$ cat config.mk
export PLATFORM = sky130hd
export DESIGN_NAME = cmct_mac
export DESIGN_NICKNAME = d
export VERILOG_FILES = /design/src/rtl/cmct_pkg.sv /design/src/rtl/cmct_mac.sv
export SDC_FILE = /design/constraint.sdc
export NUM_CORES = 2
export LEC_CHECK = 0
export BUFFER_PORTS_ARGS = -buffer_cell sky130_fd_sc_hd__buf_4
export CAP_MARGIN = 20
export CORE_ASPECT_RATIO = 0.75
export CORE_MARGIN = 2
export CORE_UTILIZATION = 66
export DETAILED_ROUTE_END_ITERATION = 10
export GPL_ROUTABILITY_DRIVEN = 0
export HOLD_SLACK_MARGIN = 0.05
export PLACE_DENSITY_LB_ADDON = 0.08
export SETUP_SLACK_MARGIN = 0.3
export SYNTH_ARGS = -nofsm -noshare
export SYNTH_HDL_FRONTEND = slang
export SYNTH_SLANG_ARGS = --single-unit
$ cat constraint.sdc
create_clock -name clk -period 10.7 [get_ports clk]
set_input_delay 1.605 -clock clk [delete_from_list [all_inputs] [get_ports clk]]
set_output_delay 1.605 -clock clk [all_outputs]
set_load 0.01 [all_outputs]
$ cat src/rtl/cmct_pkg.sv
// Shared types and constants for the complex matrix chain trace core.
// No dependencies; imported by cmct_mac and complex_matrix_chain_trace_core.
package cmct_pkg;

  localparam int PROD_W = 64;   // exact 32x32 signed product
  localparam int ACC_W  = 72;   // exact sum of up to 128 products

  typedef enum logic [1:0] {
    REQ_LOAD_C  = 2'd0,
    REQ_LOAD_M  = 2'd1,
    REQ_LOAD_DM = 2'd2,
    REQ_COMPUTE = 2'd3
  } req_t;

  localparam logic CFG_STATES = 1'b0;
  localparam logic CFG_BEADS  = 1'b1;

  // Control word from the sequencer to the multiply-accumulate unit.
  typedef struct packed {
    logic clr;    // zero both accumulators
    logic mul;    // register a * b
    logic acc;    // fold the product into an accumulator
    logic sub;    // subtract instead of add
    logic to_im;  // target the imaginary accumulator
  } mac_ctl_t;

endpackage

$ cat src/rtl/cmct_mac.sv
// Shared multiply-accumulate unit: one 32x32 signed multiplier, product
// register and two exact wide accumulators. Depends on cmct_pkg.
module cmct_mac (
  input  logic                                clk,
  input  cmct_pkg::mac_ctl_t                  ctl,
  input  logic signed [31:0]                  a,
  input  logic signed [31:0]                  b,
  output logic signed [cmct_pkg::ACC_W-1:0]   acc_re,
  output logic signed [cmct_pkg::ACC_W-1:0]   acc_im
);
  import cmct_pkg::*;

  logic signed [PROD_W-1:0] prod;
  logic signed [ACC_W-1:0]  prod_x;
  logic signed [ACC_W-1:0]  term;

  assign prod_x = ACC_W'(prod);
  assign term   = ctl.sub ? -prod_x : prod_x;

  always_ff @(posedge clk) begin
    if (ctl.mul) begin
      prod <= PROD_W'(a) * PROD_W'(b);
    end
    if (ctl.clr) begin
      acc_re <= '0;
      acc_im <= '0;
    end else if (ctl.acc) begin
      if (ctl.to_im) begin
        acc_im <= acc_im + term;
      end else begin
        acc_re <= acc_re + term;
      end
    end
  end

endmodule

After elaboration in Yosys (flattened, before gate mapping) --
Cells that the tools add are included. Widths: inputs -> output; s select.
Operators by class: order comparisons 0, shift-type cells 0, divide/modulo/power cells 0, add/subtract/negate cells 3, $mul 1, eq/ne operators 0, bitwise operators 1, mux-type cells 1, reductions and logical operators 2
Operators with widths (number):
- $add 72x72->72 | 2
- $mux 72 | 1
- $neg 64->72 | 1
- $mul 32x32->64 | 1
- $reduce_and 2->1 | 2
- $not 1->1 | 1
Storage, ports and cells: memories kept 0, latch bits 0, output and inout bits 144, bits in read-only memories 0, bits in writable memories 0, bits in registers 208, input bits 70, word-level logic and storage cells 11

Longest topological paths before layout --
depth after elaboration 3, mapped depth 31, mapped depth without buffers 29

Least setup slack after synthesis --
OpenSTA, ideal clock, no wires.
path kind input port to flip-flop, start point input a[31], end point register prod[62], data pin, required time 10.442 ns, slack 1.649 ns, path buffers 1, setup time 0.258 ns, stages on the path 26, arrival time 8.794 ns, cells stage by stage clkbuf_1 nand2_1 inv_1 fa_1 inv_1 fa_1 inv_1 fa_1 fa_1 inv_1 fa_1 inv_1 fa_1 fa_1 fa_1 ha_1 a21oi_1 o21bai_1 a21oi_1 o21ai_0 nor4_1 o21ai_0 a31o_2 a221o_1 a21oi_1 xnor2_1
Between the ends: word-level cells in the longest chain between the ends 1
Ends and longest elaborated chain:
- start, declared | RTL line cmct_mac.sv:6 | input logic signed [31:0] a,
- $mul 32x32->64 | RTL line cmct_mac.sv:22 | prod <= PROD_W'(a) * PROD_W'(b);
- end signal, assigned | RTL line cmct_mac.sv:22
- end, declared | RTL line cmct_mac.sv:13 | logic signed [PROD_W-1:0] prod;
Every way passes these cells. A chain may end at the register's enable or synchronous reset.

Worst setup path after layout --
start point input b[5], end point register prod[62], data pin
Between the ends: word-level cells in the longest chain between the ends 1
Ends and longest elaborated chain:
- start, declared | RTL line cmct_mac.sv:7 | input logic signed [31:0] b,
- $mul 32x32->64 | RTL line cmct_mac.sv:22
Every way passes these cells.

==> flow_summary.toml <==
[worst_setup_path]
r2r_end = "acc_im[68]$_SDFFE_PP0P_"
cp.required_ns = 10.99
rrSetupSlack_ns = 3.34
crit_top_cell = "fa_1"
cp_top_family = "adder cells"
cp-start-kind = "input pin"
rr_worst_depth = 18
reg2reg_from = "prod[17]$_DFFE_PP_"
worstSetupPathType = "in2reg"
crit_cells = 26
cp_max_fo = 32
slowest_delay_ns = 0.85
critPathCaptureType = "register"
critPathBufInv = 6
cp_slowest_cell = "fa_1"
worstPathArrival_ns = 9.83
cp-endpoint = "prod[62]$_DFFE_PP_"
crit_start = "b[5]"

[sta]
setup_tns_ns = 0
fmax_mhz = 104.8
skew_ns = 0.02180
worst_slew_pin_slew_ns = 1.192
rsz0062_at_grt = "false"
hold_viol_final = 0
finalCritPeriodShare_pct = 89.15
relSlewSlack_pct = 19.97
slew_violations = 0
fin_crit_ns = 9.539
setup_violations = 0
whs_ns = 0.4770

[synth]
synthTopCellsByArea = "fa_1 41%, ha_1 7.8%, inv_1 7.4%, and2_1 6.3%, nand2_1 6.0%"
synthCells = 5941
yosysTopAreaCell = "fa_1"
synth_enable_flop_cells = 64
yosys_warnings = 0
synthArstFlopShare_pct = 0
synth_top_cell_area_share_pct = 41.28
ys_types = 82
ys_seq_area_share_pct = 9.140
synth-seq-cells = 208
syn_area_per_cell_um2 = 8.848
synth_ff_type = "dfxtp_1"
syn-cell-area_um2 = 52570
syn_nets = 7422

[grt]
grt_pass1_wl_um = 233700
overflow = 0
grtUsageTotal_pct = 36.43
grt_pass1_vias = 42360
grt_max_degree = 82
antenna_found_initial = 8

[clock_network]
cts_buffer_depth = 3
cts_root_buf = "clkbuf_16"
cts_tree = "done"
insertion_delay_ns = 0.54
post_cts_buffers = 0
ctsHoldBuffers = 0
numCtsBuffers = 20
cts-resized-gates = 0
h-tree-depth = 1
clkSlewWorstSetupHoldPaths_ns = 0.07
clock-sinks = 208

[cells_and_area]
drive_gt1_share_pct = 4.927
syn_to_final_growth_pct = 4.963
fillers = 6354
multi_input_area_um2 = 42760
fin_cells = 6960
register_area_um2 = 4805
nets = 7373

[floorplanning]
die_h_um = 248.4
initial_utilization_pct = 66.77
num_io_pins = 214
placement_rows = 89
die_area_um2 = 81940
die_width_um = 329.9
fp.coreArea_um2 = 78730

[route]
routedWlPerCell_um = 21.07
avgViaCountPerCell = 6.060
drt_iter0_drc = 3924
first_pass_iters = 9
post-route-drc-count = 0
drtAntennaViolNets = 0
postRouteWirelength_um = 146700
via_count = 42180

[flow_run]
maxCapViolCount = 0

[outcome]
status = "complete, no violations"

[placement]
dp_cells = 6914
dpl.hpwl_um = 118300
io_buffer_count = 213

[hold_path]
min_from = "acc_re[15]$_SDFFE_PP0P_"
hold_class = "reg2reg"
## sequential cells by signal, summed over array words and instances (netlist names)
register  count
acc_im       72
acc_re       72
prod         64
## cell families after synthesis
family	Yosys count	share of synthesized area, %
DFF	208	9.140
xor gates and xnor gates	243	4.049
adders and majority gates	1411	49.07
muxes	8	0.1619
AOI/OAI and AO/OA	883	10.58
buffers and inverters	1335	9.538
and+or+nand+nor	1853	17.47
## worst min path at each step
stage / to / slack, ns / depth (start not counted)
6_report: acc_re[15]$_SDFFE_PP0P_ / 0.48 / 2
5_1_grt: acc_im[56]$_SDFFE_PP0P_ / 0.49 / 2
4_1_cts: acc_re[15]$_SDFFE_PP0P_ / 0.48 / 2
3_5_place_dp: acc_re[15]$_SDFFE_PP0P_ / 0.47 / 2
3_3_place_gp: acc_re[65]$_SDFFE_PP0P_ / 0.46 / 2
2_1_floorplan: acc_im[6]$_SDFFE_PP0P_ / 0.49 / 2
## metal layers
metal | vias to the layer above | GRT usage, % | part of all wire (%)
met1 | 21260 | 52.49 | 40
met4 | 4 | 9.091 | 2.9
li1 | 18530 | - | -
met3 | 302 | 11.00 | 13
met2 | 2084 | 54.07 | 44
met5 | - | 0 | 0.035
## layout by cell type, fill, tap and decap left out, drive strengths merged, types with 32 or more instances in the layout
cell       n
xnor2    181
nand2    842
inv     1041
ha       327
a21o     111
xor2      62
fa      1084
buf      222
a21oi    332
nand4     53
o21ai    151
o21bai    39
nor2b     51
nand3     63
a31oi     32
and2     527
nor3      37
nor2     138
edfxtp    64
dfxtp    144
## metrics by stage
step	area, um2	setup slack [ns]	utilization [%]
2_1_floorplan	52570	1.649	-
3_3_place_gp	54450	0.9003	69.16
3_5_place_dp	54450	0.7228	69.16
4_1_cts	55140	1.233	70.04
5_1_grt	55160	0.7161	70.06
6_report	55180	1.161	70.08
## worst register-to-register path, stage by stage (launching register included)
cell	delay (ns)
edfxtp_1	0.47
or4_4	0.60
nor4_4	0.34
nand4_1	0.26
or2_1	0.38
or3_1	0.43
o21ai_0	0.21
xnor2_1	0.32
ha_1	0.57
nand4_1	0.16
nor4_1	0.50
nand4_1	0.42
a31oi_1	0.89
or3_1	0.26
a31o_2	0.22
a41oi_1	0.25
o211a_1	0.35
or4_1	0.49
a31oi_1	0.17
## layout make-up
type | count | share of cell area, %
Multi-Input combinational cell | 4398 | 77.50
Clock inverter | 13 | 0.2767
Timing Repair Buffer | 224 | 3.048
Antenna cell | 8 | 0.03628
Sequential cell | 208 | 8.708
Clock buffer | 23 | 0.9819
Inverter | 1040 | 7.075
Tap cell | 1046 | 2.372
## synthesized netlist by cell type, types with 7 or more instances
cell type / instances
nor2_1: 138
nand4_1: 53
a31oi_1: 32
xor2_1: 62
ha_1: 327
buf_1: 9
a41oi_1: 10
nor3_1: 37
fa_1: 1084
or3_1: 12
inv_1: 1039
and3_1: 24
nand2_1: 841
a21oi_1: 332
and2_1: 527
nand3_1: 63
a311oi_1: 8
o21bai_1: 39
edfxtp_1: 64
nor4_1: 17
o21ai_0: 147
nor2b_1: 51
o31ai_1: 27
dfxtp_1: 144
o211ai_1: 21
a211oi_1: 28
and4_1: 11
o41ai_1: 11
a21o_1: 111
a221o_1: 7
or4_1: 16
a211o_1: 8
o21a_1: 28
xnor2_1: 181
clkbuf_1: 284
a21boi_0: 10
nand2b_1: 24
Power is left out: the tool's default activity adds up to more than one toggle a clock period on the data nets, which glitch-free logic cannot reach.
